==> src/rtl/rfp_pkg.sv <==
// Shared types and constants for the RTP H.264 FU-A packetiser.
`timescale 1ns / 1ps
package rfp_pkg;

  // Configuration register indexes
  localparam logic [2:0] CFG_PAYLOAD_TYPE = 3'd0;
  localparam logic [2:0] CFG_CLOCK_RATE   = 3'd1;
  localparam logic [2:0] CFG_MAX_PAYLOAD  = 3'd2;
  localparam logic [2:0] CFG_SOURCE_ID    = 3'd3;
  localparam logic [2:0] CFG_INIT_SEQ     = 3'd4;

  localparam logic [7:0]  RTP_VERSION_BYTE = 8'h80;
  localparam logic [7:0]  FU_A_TYPE        = 8'd28;
  localparam logic [7:0]  NRI_MASK         = 8'hE0;
  localparam logic [7:0]  TYPE_MASK        = 8'h1F;
  localparam logic [7:0]  FU_START_BIT     = 8'h80;
  localparam logic [7:0]  FU_END_BIT       = 8'h40;

  // 1e9 = 2^9 * 5^9; the odd factor is divided out by reciprocal multiplication
  localparam logic [20:0] FIVE_POW9        = 21'd1953125;
  localparam logic [31:0] RECIP_5P9        = 32'd2305843009;  // floor(2^52 / 5^9)

  // Back-end byte steps: 0..11 RTP header, 12..13 FU bytes, 14 data
  localparam logic [3:0] STEP_FU_IND = 4'd12;
  localparam logic [3:0] STEP_FU_HDR = 4'd13;
  localparam logic [3:0] STEP_DATA   = 4'd14;

  // One classified NAL byte handed from front to back
  typedef struct packed {
    logic [7:0]  data;
    logic        hdr;      // open a packet with an RTP header
    logic        fu;       // follow the header with FU indicator and FU header
    logic        marker;
    logic [7:0]  fu_ind;
    logic [7:0]  fu_hdr;
    logic        pend;     // this byte closes the packet
    logic [31:0] ts;
  } rfp_entry_t;

endpackage

==> src/rtl/rfp_fifo.sv <==
// Four-entry queue between the classifying front and the byte-emitting back.
`timescale 1ns / 1ps
module rfp_fifo (
  input  logic                clk_i,
  input  logic                rst_ni,
  input  logic                push_i,
  input  rfp_pkg::rfp_entry_t wdata_i,
  input  logic                pop_i,
  output rfp_pkg::rfp_entry_t rdata_o,
  output logic                full_o,
  output logic                empty_o
);

  rfp_pkg::rfp_entry_t mem_q [4];
  logic [1:0] wr_q, rd_q;
  logic [2:0] cnt_q;

  assign full_o  = cnt_q == 3'd4;
  assign empty_o = cnt_q == 3'd0;
  assign rdata_o = mem_q[rd_q];

  // storage
  always_ff @(posedge clk_i) begin
    if (push_i) mem_q[wr_q] <= wdata_i;
  end

  // pointers and fill
  always_ff @(posedge clk_i or negedge rst_ni) begin
    if (!rst_ni) begin
      wr_q  <= '0;
      rd_q  <= '0;
      cnt_q <= '0;
    end else begin
      if (push_i) wr_q <= wr_q + 2'd1;
      if (pop_i)  rd_q <= rd_q + 2'd1;
      cnt_q <= cnt_q + {2'b0, push_i} - {2'b0, pop_i};
    end
  end

endmodule

==> src/rtl/rfp_front.sv <==
// Front end: accepts NAL bytes, tracks NAL and fragment state, works out the timestamp.
`timescale 1ns / 1ps
module rfp_front #(
  parameter int unsigned MaxNalLength = 1048576,
  localparam int unsigned LenW = $clog2(MaxNalLength + 1)
) (
  input  logic                clk_i,
  input  logic                rst_ni,
  input  logic                in_valid_i,
  output logic                in_stall_o,
  input  logic [7:0]          data_byte_i,
  input  logic                frame_start_i,
  input  logic                nal_start_i,
  input  logic                last_nal_of_frame_i,
  input  logic [LenW-1:0]     nal_length_i,
  input  logic [63:0]         capture_time_ns_i,
  input  logic [31:0]         frame_number_i,
  input  logic [31:0]         clock_rate_i,
  input  logic [15:0]         max_payload_i,
  output logic                push_o,
  output rfp_pkg::rfp_entry_t entry_o,
  input  logic                full_i,
  output logic                busy_o
);

  localparam logic [1:0] S_IDLE = 2'd0;
  localparam logic [1:0] S_MUL  = 2'd1;
  localparam logic [1:0] S_DIV  = 2'd2;

  logic [1:0]  state_q, state_d;
  logic [5:0]  cnt_q;
  logic [63:0] acc_q, mcand_q;
  logic [54:0] dvd_q;
  logic [31:0] mplier_q, quo_q, n_q;
  logic [20:0] rem_q;
  logic [10:0] qe_q;
  logic [31:0] frame_ts_q;

  logic            open_q, frag_q;
  logic [LenW-1:0] off_q;
  logic [15:0]     fill_q;
  logic [7:0]      latch_q;

  rfp_pkg::rfp_entry_t entry_q;
  logic                entry_valid_q;

  logic accept;
  assign in_stall_o = (state_q != S_IDLE) || (entry_valid_q && full_i);
  assign accept     = in_valid_i && !in_stall_o;
  assign push_o     = entry_valid_q && (state_q == S_IDLE) && !full_i;
  assign entry_o    = entry_q;
  assign busy_o     = state_q != S_IDLE;

  // Classification of the byte on the input
  logic [31:0]     len32, off32, cap32, maxp32;
  logic [LenW-1:0] len;
  logic            open_e, frag_e, final_b, end_frag, pend, produce;
  logic [LenW-1:0] off_e;
  logic [15:0]     fill_e, fill_n;
  logic [7:0]      latch_e;
  rfp_pkg::rfp_entry_t ent;

  always_comb begin
    if (nal_length_i == '0) len = LenW'(1);
    else if (32'(nal_length_i) > MaxNalLength) len = LenW'(MaxNalLength);
    else len = nal_length_i;
    len32  = 32'(len);
    maxp32 = 32'(max_payload_i);
    cap32  = maxp32 - 32'd2;

    open_e  = nal_start_i ? 1'b1 : open_q;
    off_e   = nal_start_i ? '0 : off_q;
    fill_e  = nal_start_i ? '0 : fill_q;
    latch_e = nal_start_i ? data_byte_i : latch_q;
    frag_e  = nal_start_i ? (len32 > maxp32) : frag_q;
    off32   = 32'(off_e);

    final_b  = off32 + 32'd1 >= len32;
    end_frag = (len32 - off32) <= cap32;
    pend     = final_b;
    fill_n   = fill_e;
    produce  = 1'b0;

    ent.data   = data_byte_i;
    ent.hdr    = 1'b0;
    ent.fu     = 1'b0;
    ent.marker = last_nal_of_frame_i;
    ent.fu_ind = (latch_e & rfp_pkg::NRI_MASK) | rfp_pkg::FU_A_TYPE;
    ent.fu_hdr = ((off32 == 32'd1) ? rfp_pkg::FU_START_BIT : 8'h00)
               | (end_frag ? rfp_pkg::FU_END_BIT : 8'h00)
               | (latch_e & rfp_pkg::TYPE_MASK);
    ent.ts     = (frame_start_i && capture_time_ns_i == '0) ? frame_number_i : frame_ts_q;

    if (open_e && off32 < len32) begin
      if (!frag_e) begin
        produce = 1'b1;
        ent.hdr = off32 == 32'd0;
      end else if (off32 != 32'd0) begin
        produce    = 1'b1;
        ent.hdr    = fill_e == '0;
        ent.fu     = fill_e == '0;
        ent.marker = last_nal_of_frame_i && end_frag;
        pend       = final_b || (32'(fill_e) + 32'd1 >= cap32);
        fill_n     = pend ? '0 : fill_e + 16'd1;
      end
    end
    ent.pend = pend;
  end

  // NAL tracking state
  always_ff @(posedge clk_i or negedge rst_ni) begin
    if (!rst_ni) begin
      open_q  <= 1'b0;
      frag_q  <= 1'b0;
      off_q   <= '0;
      fill_q  <= '0;
      latch_q <= '0;
    end else if (accept) begin
      frag_q  <= frag_e;
      latch_q <= latch_e;
      fill_q  <= fill_n;
      off_q   <= off_e;
      open_q  <= open_e;
      if (open_e) begin
        if (off32 >= len32) begin
          open_q <= 1'b0;
        end else begin
          off_q <= off_e + LenW'(1);
          if (final_b) open_q <= 1'b0;
        end
      end
    end
  end

  // Entry holding register
  always_ff @(posedge clk_i or negedge rst_ni) begin
    if (!rst_ni) begin
      entry_valid_q <= 1'b0;
    end else if (accept) begin
      entry_valid_q <= produce;
    end else if (push_o) begin
      entry_valid_q <= 1'b0;
    end
  end

  // Timestamp sequencer: shift-add multiply, then the product is shifted down by nine
  // and divided by 5^9 in five base-2^11 digits; each digit is estimated by reciprocal
  // multiplication and corrected once, an estimate step followed by a correction step
  logic [63:0] acc_n;
  logic [31:0] div_n, r_est, r_fix;
  logic [63:0] div_prod;
  logic [10:0] q_fix;
  logic        r_ge;
  assign acc_n    = acc_q + (mplier_q[0] ? mcand_q : 64'd0);
  assign div_n    = {rem_q, dvd_q[54:44]};
  assign div_prod = 64'(div_n) * 64'(rfp_pkg::RECIP_5P9);
  assign r_est    = n_q - 32'(qe_q) * 32'(rfp_pkg::FIVE_POW9);
  assign r_ge     = r_est >= 32'(rfp_pkg::FIVE_POW9);
  assign q_fix    = qe_q + {10'd0, r_ge};
  assign r_fix    = r_ge ? r_est - 32'(rfp_pkg::FIVE_POW9) : r_est;

  always_comb begin
    state_d = state_q;
    unique case (state_q)
      S_IDLE:  if (accept && frame_start_i && capture_time_ns_i != '0) state_d = S_MUL;
      S_MUL:   if (cnt_q == 6'd31) state_d = S_DIV;
      S_DIV:   if (cnt_q == 6'd9) state_d = S_IDLE;
      default: state_d = S_IDLE;
    endcase
  end

  always_ff @(posedge clk_i or negedge rst_ni) begin
    if (!rst_ni) begin
      state_q    <= S_IDLE;
      cnt_q      <= '0;
      frame_ts_q <= '0;
    end else begin
      state_q <= state_d;
      unique case (state_q)
        S_IDLE: begin
          cnt_q <= '0;
          if (accept && frame_start_i && capture_time_ns_i == '0) frame_ts_q <= frame_number_i;
        end
        S_MUL:   cnt_q <= (cnt_q == 6'd31) ? 6'd0 : cnt_q + 6'd1;
        S_DIV: begin
          cnt_q <= cnt_q + 6'd1;
          if (cnt_q == 6'd9) frame_ts_q <= {quo_q[20:0], q_fix};
        end
        default: cnt_q <= '0;
      endcase
    end
  end

  // Datapath of the sequencer and entry payload
  always_ff @(posedge clk_i) begin
    if (accept) entry_q <= ent;
    unique case (state_q)
      S_IDLE: begin
        acc_q    <= '0;
        mcand_q  <= capture_time_ns_i;
        mplier_q <= clock_rate_i;
      end
      S_MUL: begin
        acc_q    <= acc_n;
        mcand_q  <= {mcand_q[62:0], 1'b0};
        mplier_q <= {1'b0, mplier_q[31:1]};
        if (cnt_q == 6'd31) begin
          dvd_q <= acc_n[63:9];
          rem_q <= '0;
          quo_q <= '0;
        end
      end
      S_DIV: begin
        if (!cnt_q[0]) begin
          // digit estimate from the reciprocal
          qe_q  <= div_prod[62:52];
          n_q   <= div_n;
          dvd_q <= {dvd_q[43:0], 11'd0};
        end else begin
          // correct the estimate by at most one
          rem_q <= r_fix[20:0];
          quo_q <= {quo_q[20:0], q_fix};
          if (cnt_q == 6'd9) entry_q.ts <= {quo_q[20:0], q_fix};
        end
      end
      default: ;
    endcase
  end

endmodule

==> src/rtl/rfp_back.sv <==
// Back end: expands queued entries into RTP packet bytes through an output register.
`timescale 1ns / 1ps
module rfp_back (
  input  logic                clk_i,
  input  logic                rst_ni,
  input  rfp_pkg::rfp_entry_t entry_i,
  input  logic                empty_i,
  output logic                pop_o,
  input  logic [6:0]          payload_type_i,
  input  logic [31:0]         source_id_i,
  input  logic                seq_load_i,
  input  logic [15:0]         seq_value_i,
  output logic                out_valid_o,
  input  logic                out_stall_i,
  output logic [7:0]          out_byte_o,
  output logic                packet_end_o
);

  rfp_pkg::rfp_entry_t cur_q;
  logic       active_q;
  logic [3:0] step_q;
  logic [15:0] seq_q;
  logic       ovalid_q;
  logic [7:0] obyte_q;
  logic       oend_q;

  logic advance, emit;
  assign advance = !ovalid_q || !out_stall_i;
  assign emit    = active_q && advance;
  assign pop_o   = !active_q && !empty_i;

  assign out_valid_o  = ovalid_q;
  assign out_byte_o   = obyte_q;
  assign packet_end_o = oend_q;

  // byte for the current step
  logic [7:0] b;
  always_comb begin
    unique case (step_q)
      4'd0:  b = rfp_pkg::RTP_VERSION_BYTE;
      4'd1:  b = {cur_q.marker, payload_type_i};
      4'd2:  b = seq_q[15:8];
      4'd3:  b = seq_q[7:0];
      4'd4:  b = cur_q.ts[31:24];
      4'd5:  b = cur_q.ts[23:16];
      4'd6:  b = cur_q.ts[15:8];
      4'd7:  b = cur_q.ts[7:0];
      4'd8:  b = source_id_i[31:24];
      4'd9:  b = source_id_i[23:16];
      4'd10: b = source_id_i[15:8];
      4'd11: b = source_id_i[7:0];
      rfp_pkg::STEP_FU_IND: b = cur_q.fu_ind;
      rfp_pkg::STEP_FU_HDR: b = cur_q.fu_hdr;
      default: b = cur_q.data;
    endcase
  end

  always_ff @(posedge clk_i) begin
    if (pop_o) cur_q <= entry_i;
    if (emit) begin
      obyte_q <= b;
      oend_q  <= (step_q == rfp_pkg::STEP_DATA) && cur_q.pend;
    end
  end

  // step sequencing, sequence counter, output valid
  always_ff @(posedge clk_i or negedge rst_ni) begin
    if (!rst_ni) begin
      active_q <= 1'b0;
      step_q   <= '0;
      seq_q    <= '0;
      ovalid_q <= 1'b0;
    end else begin
      if (seq_load_i) seq_q <= seq_value_i;
      if (pop_o) begin
        active_q <= 1'b1;
        step_q   <= entry_i.hdr ? 4'd0 : rfp_pkg::STEP_DATA;
      end else if (emit) begin
        priority if (step_q == rfp_pkg::STEP_DATA) active_q <= 1'b0;
        else if (step_q == 4'd11) step_q <= cur_q.fu ? rfp_pkg::STEP_FU_IND : rfp_pkg::STEP_DATA;
        else step_q <= step_q + 4'd1;
        if (step_q == 4'd3) seq_q <= seq_q + 16'd1;
      end
      if (advance) ovalid_q <= emit;
    end
  end

endmodule

==> src/rtl/rtp_h264_fua_packetizer.sv <==
// Top level of the RTP H.264 FU-A packetiser: registers, front, queue, back.
`timescale 1ns / 1ps
// One NAL byte is taken per cycle unless stalled and gives zero to fifteen output beats, emitted
// one per cycle by the back end unless out_stall is high; the input keeps flowing while the
// four-deep queue has room, so the back end sets the sustained rate: it loads each queued entry
// and then emits its header bytes, if any, and its payload byte. Frame_start with a nonzero
// capture time stalls the input while the timestamp is formed by a 32-step shift-add multiply
// and a division by 1e9 (shift by nine, then five reciprocal digits by 5^9).
module rtp_h264_fua_packetizer #(
  parameter int unsigned MaxNalLength = 1048576,
  localparam int unsigned LenW = $clog2(MaxNalLength + 1)
) (
  input  logic            clk_i,
  input  logic            rst_ni,
  input  logic            in_valid_i,
  output logic            in_stall_o,
  input  logic [7:0]      data_byte_i,
  input  logic            frame_start_i,
  input  logic            nal_start_i,
  input  logic            last_nal_of_frame_i,
  input  logic [LenW-1:0] nal_length_i,
  input  logic [63:0]     capture_time_ns_i,
  input  logic [31:0]     frame_number_i,
  output logic            out_valid_o,
  input  logic            out_stall_i,
  output logic [7:0]      out_byte_o,
  output logic            packet_end_o,
  input  logic            cfg_valid_i,
  output logic            cfg_ready_o,
  input  logic [2:0]      cfg_index_i,
  input  logic [31:0]     cfg_data_i
);

  logic [6:0]  payload_type_q;
  logic [31:0] clock_rate_q, source_id_q;
  logic [15:0] max_payload_q;
  logic        cfg_wr, seq_load;

  assign cfg_ready_o = 1'b1;
  assign cfg_wr      = cfg_valid_i && cfg_ready_o;
  assign seq_load    = cfg_wr && (cfg_index_i == rfp_pkg::CFG_INIT_SEQ);

  // configuration registers
  always_ff @(posedge clk_i or negedge rst_ni) begin
    if (!rst_ni) begin
      payload_type_q <= 7'd96;
      clock_rate_q   <= 32'd90000;
      max_payload_q  <= 16'd1400;
      source_id_q    <= '0;
    end else if (cfg_wr) begin
      unique case (cfg_index_i)
        rfp_pkg::CFG_PAYLOAD_TYPE: payload_type_q <= cfg_data_i[6:0];
        rfp_pkg::CFG_CLOCK_RATE:   clock_rate_q   <= cfg_data_i;
        rfp_pkg::CFG_MAX_PAYLOAD:
          max_payload_q <= (cfg_data_i[15:0] < 16'd3) ? 16'd3 : cfg_data_i[15:0];
        rfp_pkg::CFG_SOURCE_ID:    source_id_q    <= cfg_data_i;
        default: ;
      endcase
    end
  end

  rfp_pkg::rfp_entry_t push_entry, pop_entry;
  logic push, pop, full, empty, ts_busy;

  rfp_front #(.MaxNalLength(MaxNalLength)) u_front (
    .clk_i, .rst_ni, .in_valid_i, .in_stall_o, .data_byte_i, .frame_start_i,
    .nal_start_i, .last_nal_of_frame_i, .nal_length_i, .capture_time_ns_i,
    .frame_number_i,
    .clock_rate_i (clock_rate_q),
    .max_payload_i(max_payload_q),
    .push_o       (push),
    .entry_o      (push_entry),
    .full_i       (full),
    .busy_o       (ts_busy)
  );

  rfp_fifo u_fifo (
    .clk_i, .rst_ni,
    .push_i (push), .wdata_i(push_entry), .pop_i(pop), .rdata_o(pop_entry),
    .full_o (full), .empty_o(empty)
  );

  rfp_back u_back (
    .clk_i, .rst_ni,
    .entry_i       (pop_entry),
    .empty_i       (empty),
    .pop_o         (pop),
    .payload_type_i(payload_type_q),
    .source_id_i   (source_id_q),
    .seq_load_i    (seq_load),
    .seq_value_i   (cfg_data_i[15:0]),
    .out_valid_o, .out_stall_i, .out_byte_o, .packet_end_o
  );

  // queue never written when full nor read when empty
  assert property (@(posedge clk_i) disable iff (!rst_ni) full |-> !push)
    else $error("queue overflow");
  assert property (@(posedge clk_i) disable iff (!rst_ni) empty |-> !pop)
    else $error("queue underflow");
  // input held while the timestamp is being worked out
  assert property (@(posedge clk_i) disable iff (!rst_ni) ts_busy |-> in_stall_o)
    else $error("input taken during timestamp calculation");

endmodule
==> config.mk <==
export PLATFORM = sky130hd
export DESIGN_NAME = rtp_h264_fua_packetizer
export DESIGN_NICKNAME = d
export VERILOG_FILES = /design/src/rtl/rfp_pkg.sv /design/src/rtl/rfp_fifo.sv /design/src/rtl/rfp_front.sv /design/src/rtl/rfp_back.sv /design/src/rtl/rtp_h264_fua_packetizer.sv
export SDC_FILE = /design/constraint.sdc
export NUM_CORES = 2
export LEC_CHECK = 0
export ABC_AREA = 1
export BUFFER_PORTS_ARGS = -buffer_cell sky130_fd_sc_hd__buf_2
export CAP_MARGIN = 10
export CORE_UTILIZATION = 35
export CTS_BUF_LIST = sky130_fd_sc_hd__clkbuf_8
export DETAILED_ROUTE_END_ITERATION = 8
export PLACE_DENSITY_LB_ADDON = 0.15
export SYNTH_ARGS = -nofsm -noshare
export SYNTH_HDL_FRONTEND = slang
export SYNTH_HIERARCHICAL = 1
export SYNTH_SLANG_ARGS = --single-unit
==> constraint.sdc <==
create_clock -name clk_i -period 7.92 [get_ports clk_i]
set_input_delay 1.584 -clock clk_i [delete_from_list [all_inputs] [get_ports clk_i]]
set_output_delay 1.584 -clock clk_i [all_outputs]
set_load 0.01 [all_outputs]
== Word level (Yosys, flattened, before mapping) ==
Memory sizes are Yosys's and may differ from the RTL's.
Index checks and enable logic that the tools add are counted.

* Bits in registers: 627
* Bits in writable memories: 220
* Word-level logic and storage cells: 235
* Memories kept: 1

{| class="wikitable"
|+ Memory list
! name !! words !! width !! read ports !! clocked after memory_dff !! wr ports !! line !! text
|-
| u_fifo.mem_q || 4 || 55 || 1 || 0 || 1 || rfp_fifo.sv:14 || <nowiki>rfp_pkg::rfp_entry_t mem_q [4];</nowiki>
|}

* Add/sub/neg operators: 17
* $mul: 2
* $lt $le $gt $ge: 9
* Eq/ne operators: 31
* Multiplexer cells: 75
* Bitwise logic cells: 3
* Reduce and logical (&&, ||, !) cells: 52

{| class="wikitable"
|+ Operator list
! operator !! number
|-
| 64-bit case mux with 2 select lines || 2
|-
| 32-bit two-way mux || 7
|-
| 21-bit two-way mux || 10
|-
| 16-bit two-way mux || 10
|-
| 32-bit case mux with 2 select lines || 2
|-
| 8-bit case mux with 14 select lines || 1
|-
| 55-bit two-way mux || 2
|-
| 55-bit case mux with 2 select lines || 1
|-
| 21-bit case mux with 2 select lines || 2
|-
| 64-bit adder || 1
|-
| 64-bit zero test || 1
|-
| 64-bit two-way mux || 1
|-
| 64-bit nonzero test || 1
|-
| 32-bit by 32-bit multiplier with 63-bit output, second input constant || 1
|-
| 21-bit zero test || 2
|-
| 16-bit by 1-bit adder with 16-bit output, second input constant || 2
|-
| 32-bit by 21-bit greater-or-equal comparator with 1-bit output || 1
|-
| 32-bit by 21-bit greater-or-equal comparator with 1-bit output, second input constant || 1
|-
| 32-bit greater-or-equal comparator || 1
|-
| 32-bit less-or-equal comparator || 1
|-
| 11-bit by 21-bit multiplier with 32-bit output, second input constant || 1
|-
| 32-bit subtractor || 1
|-
| 4-bit equality test, second input constant || 7
|-
| 21-bit by 1-bit adder with 22-bit output, second input constant || 1
|-
| other kinds (52) || 129
|}

== Depth between registers and ports, before layout ==
* Depth in word-level cells: 9
* Gate-level depth with buffers: 39
* Mapped depth without buffers: 37

== Cells and area by module ==
Netlist, hierarchy kept.

{| class="wikitable"
|+ Modules (own cells, without submodules)
! module !! instances !! cells each !! area each (um2)
|-
| rfp_front || 1 || 6,079 || 49,366.1
|-
| rfp_fifo || 1 || 987 || 10,517.6
|-
| rfp_back || 1 || 568 || 4,803.4
|-
| rtp_h264_fua_packetizer || 1 || 339 || 3,653.5
|}

== Worst setup path before layout ==
No wires, ideal clock.

* Path kind: register to register
* Start: register u_front.qe_q[5]
* End: register u_front.frame_ts_q[10]
* Arrival time: 6,183 ps
* Required time: 7,837 ps
* Setup slack: 1,654 ps
* Stages on the path, launching flop included: 35
* Clock period less this slack: 6,266 ps
* Cells stage by stage: edfxtp_1 > fa_1 > fa_1 > fa_1 > inv_1 > fa_1 > inv_1 > fa_1 > inv_1 > ha_1 > nand2_1 > nor2_1 > and3_1 > and2_1 > nand2_1 > nand2_1 > nand2_1 > nand2_1 > inv_1 > nor2_1 > nand2_1 > nor2_4 > nand3_2 > buf_6 > buf_8 > ha_1 > ha_1 > nand4_1 > nor2_1 > nand2_1 > xor2_1 > inv_1 > nor2_1 > a21oi_1 > o21ai_0

* Cells in the longest elaborated chain, start to end: 6

{| class="wikitable"
|+ Ends and longest elaborated chain
! item !! line !! text
|-
| start: declaration || rfp_front.sv:36 || <nowiki>logic [10:0] qe_q;</nowiki>
|-
| start signal: assignment || rfp_front.sv:216 || <nowiki>qe_q <= div_prod[62:52];</nowiki>
|-
| 11-bit by 21-bit multiplier with 32-bit output || rfp_front.sv:157 || <nowiki>assign r_est = n_q - 32'(qe_q) * 32'(rfp_pkg::FIVE_POW9);</nowiki>
|-
| 32-bit subtractor || rfp_front.sv:157 ||
|-
| 32-bit by 21-bit greater-or-equal comparator with 1-bit output || rfp_front.sv:158 || <nowiki>assign r_ge = r_est >= 32'(rfp_pkg::FIVE_POW9);</nowiki>
|-
| 11-bit by 1-bit adder with 11-bit output (*) || rfp_front.sv:159 || <nowiki>assign q_fix = qe_q + {10'd0, r_ge};</nowiki>
|-
| 32-bit two-way mux (*) || rfp_front.sv:187 || <nowiki>if (cnt_q == 6'd9) frame_ts_q <= {quo_q[20:0], q_fix};</nowiki>
|-
| 32-bit case mux with 2 select lines (*) || rfp_front.sv:179 || <nowiki>unique case (state_q)</nowiki>
|-
| end signal: assignment || rfp_front.sv:182 || <nowiki>if (accept && frame_start_i && capture_time_ns_i == '0) frame_ts_q <= frame_number_i;</nowiki>
|-
| end signal: assignment || rfp_front.sv:187 ||
|-
| end: declaration || rfp_front.sv:37 || <nowiki>logic [31:0] frame_ts_q;</nowiki>
|}

Every way passes the cells marked *; elsewhere a longest branch is shown, timed or not. The select of a mux whose other input is x is not followed.
A chain may end at the register's enable or synchronous reset.

== Worst setup path after layout ==
* Start: register u_front.qe_q[10]
* End: register u_front.frame_ts_q[10]

The elaborated chain is that of the path after synthesis.

==> flow_metrics.py <==
metrics = {
    "floorplan": {
        "core_area_sq_um": 193200,
        "die_y_microns": 443.9,
        "start_util_pct": 35.38,
        "die_x_microns": 443.9,
        "fp-row-count": 161,
        "io_pins": 180,
        "die-area_sq_um": 197000,
    },
    "hold_path": {
        "min_from": "u_front/frag_q",
        "holdPathStages": 2,
        "hold_class": "flop to flop",
        "hold_path_end": "u_front/frag_q",
    },
    "setup_path": {
        "worstReg2RegStart": "u_front/qe_q[10]",
        "cp_common_cell": "nand2_1",
        "r2r-end": "u_front/frame_ts_q[10]",
        "cp-start-kind": "flop",
        "cpPeakStageDelay_ns": 0.54,
        "ff2ff_path_depth": 33,
        "cp_max_fo": 7,
        "slowest_stage": "fa_1",
        "path_class": "flop to flop",
        "r2r_slack_ns": 0.59,
        "critPathCaptureType": "flop",
        "worstPathRequired_ns": 8.76,
        "crit_arrival_ns": 8.17,
    },
    "sta": {
        "skew_ns": 0.05168,
        "setup_violations": 0,
        "rsz0062_at_grt": "false",
        "final_hold_viol_count": 0,
        "max_slew_margin_pct": 24.51,
        "worstMarginPinSlew_ns": 1.132,
        "period_minus_slack_ns": 7.333,
        "tns_ns": 0,
        "fin_crit_sh_pct": 92.59,
        "slew_viol_final": 0,
        "fmax_ghz": 0.1364,
    },
    "global_route": {
        "use_met1_pct": 28.83,
        "grt.total_usage_pct": 21.33,
        "antenna_found_initial": 12,
        "grt-ovfl-total": 0,
        "use_met2_pct": 36.01,
        "use_met3_pct": 2.674,
        "grt_max_degree": 145,
        "grt_busiest_layer": "met2",
        "grt_pass1_wl_microns": 321800,
        "grt_pass1_vias": 53722,
    },
    "synth": {
        "yosysSeqAreaShare_pct": 36.12,
        "synth_edf_count": 630,
        "netlist-cell-type-count": 64,
        "avgSynthCellArea_sq_um": 8.571,
        "yosysWarnings": 6,
        "syn-cell-area_sq_um": 68340,
        "yosysTopAreaCell": "edfxtp_1",
        "ys_ff_latch": 866,
        "synth_top_cells_by_area": "edfxtp_1 (28%), ha_1 (13%), fa_1 (12%)",
        "syn_inst": 7973,
        "synth_flop_cell": "edfxtp_1",
        "yosysTopAreaCellShare_pct": 27.68,
        "async_reset_ff_share_pct": 23.56,
    },
    "clocking": {
        "clock_sinks": 866,
        "cts_tree": "done",
        "clkLatencyLatePin_ns": 0.91,
        "root_buffer": "clkbuf_8",
        "numCtsBuffers": 159,
        "hold_buffers": 0,
        "clock_path_buffers": 3,
        "clkSlewWorstSetupHoldPaths_ns": 0.06,
        "cts_htree_levels": 4,
    },
    "route": {
        "drc_errors": 0,
        "drtPass1Iterations": 7,
        "drt_iter0_drc": 3002,
        "vias": 52505,
        "antenna_left": 0,
        "wl_microns": 209400,
        "detail_route.wl_per_cell_microns": 19.28,
        "routed_via_density": 4.833,
    },
    "placement": {
        "hpwlAfterDp_microns": 162500,
        "globalplace.congestion": 0.9130,
        "port_buffers": 178,
    },
    "finish": {
        "drive_above_1_share_pct": 8.013,
        "areaGrowthSynthToFinish_pct": 10.25,
        "final_util_pct": 39.00,
        "nets": 9465,
    },
    "job": {
        "max_cap_viol_count": 0,
    },
    "run_status": {
        "status": "finished clean",
    },
}
[critical path, delay by kind of cell (launching register included)]
family / cells / cell delay, ns
fa+ha+maj: 8 / 3.39
buf+inv: 6 / 0.55
flops: 1 / 0.50
simple gates: 15 / 1.97
xor+xnor: 1 / 0.29
compound gates: 3 / 0.57
[layout make-up]
class                   instances  area [sq um]
multi-input cells            5294         36580
diodes                          2         5.005
clock inverters               130         983.4
repair buffers                256          1519
flip-flops and latches        866         24690
inverters                    1622          6097
well taps                    2526          3161
clock buffers                 168          2312
fillers                     19800        117800
[Yosys cell counts, types with 4 or more instances]
cell      instances
a21oi_2          12
nand3b_1         15
buf_6            34
inv_1          1605
o21a_1           39
fa_1            408
a21boi_0         18
o22ai_1           5
edfxtp_1        630
a31oi_1          77
o21ai_0         326
nor4_1           32
clkbuf_1        108
o211ai_1         40
xnor2_1          44
nand2_1        1902
buf_4            13
nor2_2           19
nand3_2           6
ha_1            690
xor2_1          106
nor3_1           55
o31ai_1           4
nor2_1          582
o21ai_1          22
dfrtp_1         187
dfxtp_1          32
o21bai_1         15
and2_1            5
inv_2            13
buf_2            31
dfstp_2          17
a221oi_1          7
nand2_2          13
or2_2             9
a21oi_1         265
nand4_1          91
o21ai_2          59
buf_1             8
a21o_1           22
nor2_4            9
nand3_1         359
nor3b_1           4
[layer usage]
layer | vias up | wire [microns] | part of all wire (%)
li1 | 25928 | - | -
met1 | 25285 | 96970 | 46
met2 | 1026 | 100200 | 48
met3 | 262 | 7505 | 3.6
met4 | 4 | 4718 | 2.3
met5 | - | 31 | 0.015
[placed cells by master, fill, tap and decap left out, drive strengths merged, types with 44 or more instances in the layout]
cell type / Yosys / layout
a21oi: 277 / 277
a31oi: 77 / 77
buf: 87 / 256
clkbuf: 108 / 168
dfrtp: 187 / 187
edfxtp: 630 / 630
fa: 408 / 408
ha: 690 / 690
inv: 1619 / 1698
nand2: 1917 / 1917
nand3: 367 / 367
nand4: 93 / 93
nor2: 611 / 611
nor3: 59 / 59
o21ai: 407 / 407
xnor2: 44 / 44
xor2: 106 / 106
[what timing repair did]
item / CTS / global route
buffers inserted: 0 / 8
resized for setup: 0 / 1
endpoints found under the hold margin: 0 / 0
endpoints found under the setup margin: 0 / 3
[flip-flops by register name, summed over array words and instances (netlist names), 8 cells and up]
register and cells:
u_fifo/mem_q 240, u_front/acc_q 64, u_front/mcand_q 64, u_back/cur_q 59, u_front/dvd_q 55, u_front/entry_o 54, clock_rate_q 32, source_id_q 32
u_front/frame_ts_q 32, u_front/mplier_q 32, u_front/n_q 32, u_front/off_q 21, u_front/quo_q 21, u_front/rem_q 21, max_payload_q 16, u_back/seq_q 16
u_front/fill_q 16, u_front/qe_q 11, u_back/out_byte_o 8, u_front/latch_q 8
[stage by stage]
step	instance area (sq um)	hold slack (ns)	cells	worst slack, ns
global route	75340	0.4957	10864	0.004113
CTS	75240	0.4789	10853	0.3546
detailed placement	71950	0.4643	10555	0.3433
floorplan	68360	0.4358	7977	1.654
global placement	71950	0.4571	10555	0.3359
finish	75340	0.4745	10864	0.5866
[worst max path at each step]
stage / startpoint / to / cells after the start
detailed placement: u_front/qe_q[9] / u_front/frame_ts_q[10] / 33
CTS: u_front/qe_q[8] / u_front/frame_ts_q[10] / 35
finish: u_front/qe_q[10] / u_front/frame_ts_q[10] / 33
global placement: u_front/qe_q[4] / u_front/frame_ts_q[10] / 34
global route: u_front/qe_q[10] / u_front/frame_ts_q[10] / 36
floorplan: u_front/qe_q[5] / u_front/frame_ts_q[10] / 34
[cells by family (layout without fill, tap and decap cells)]
group,after synthesis,after routing,share of synthesized area [%]
buffers and inverters,1817,2176,10.50
adders and majority gates,1098,1098,24.58
DFF,866,866,36.12
xor gates and xnor gates,150,150,1.922
other,3,9,0.01648
muxes,1,1,0.01465
AOI/OAI and AO/OA,919,919,7.852
and+or+nand+nor,3119,3119,18.99
Power is not shown: default switching activity piles up to over one toggle a cycle in this logic, so the estimate is an artifact.
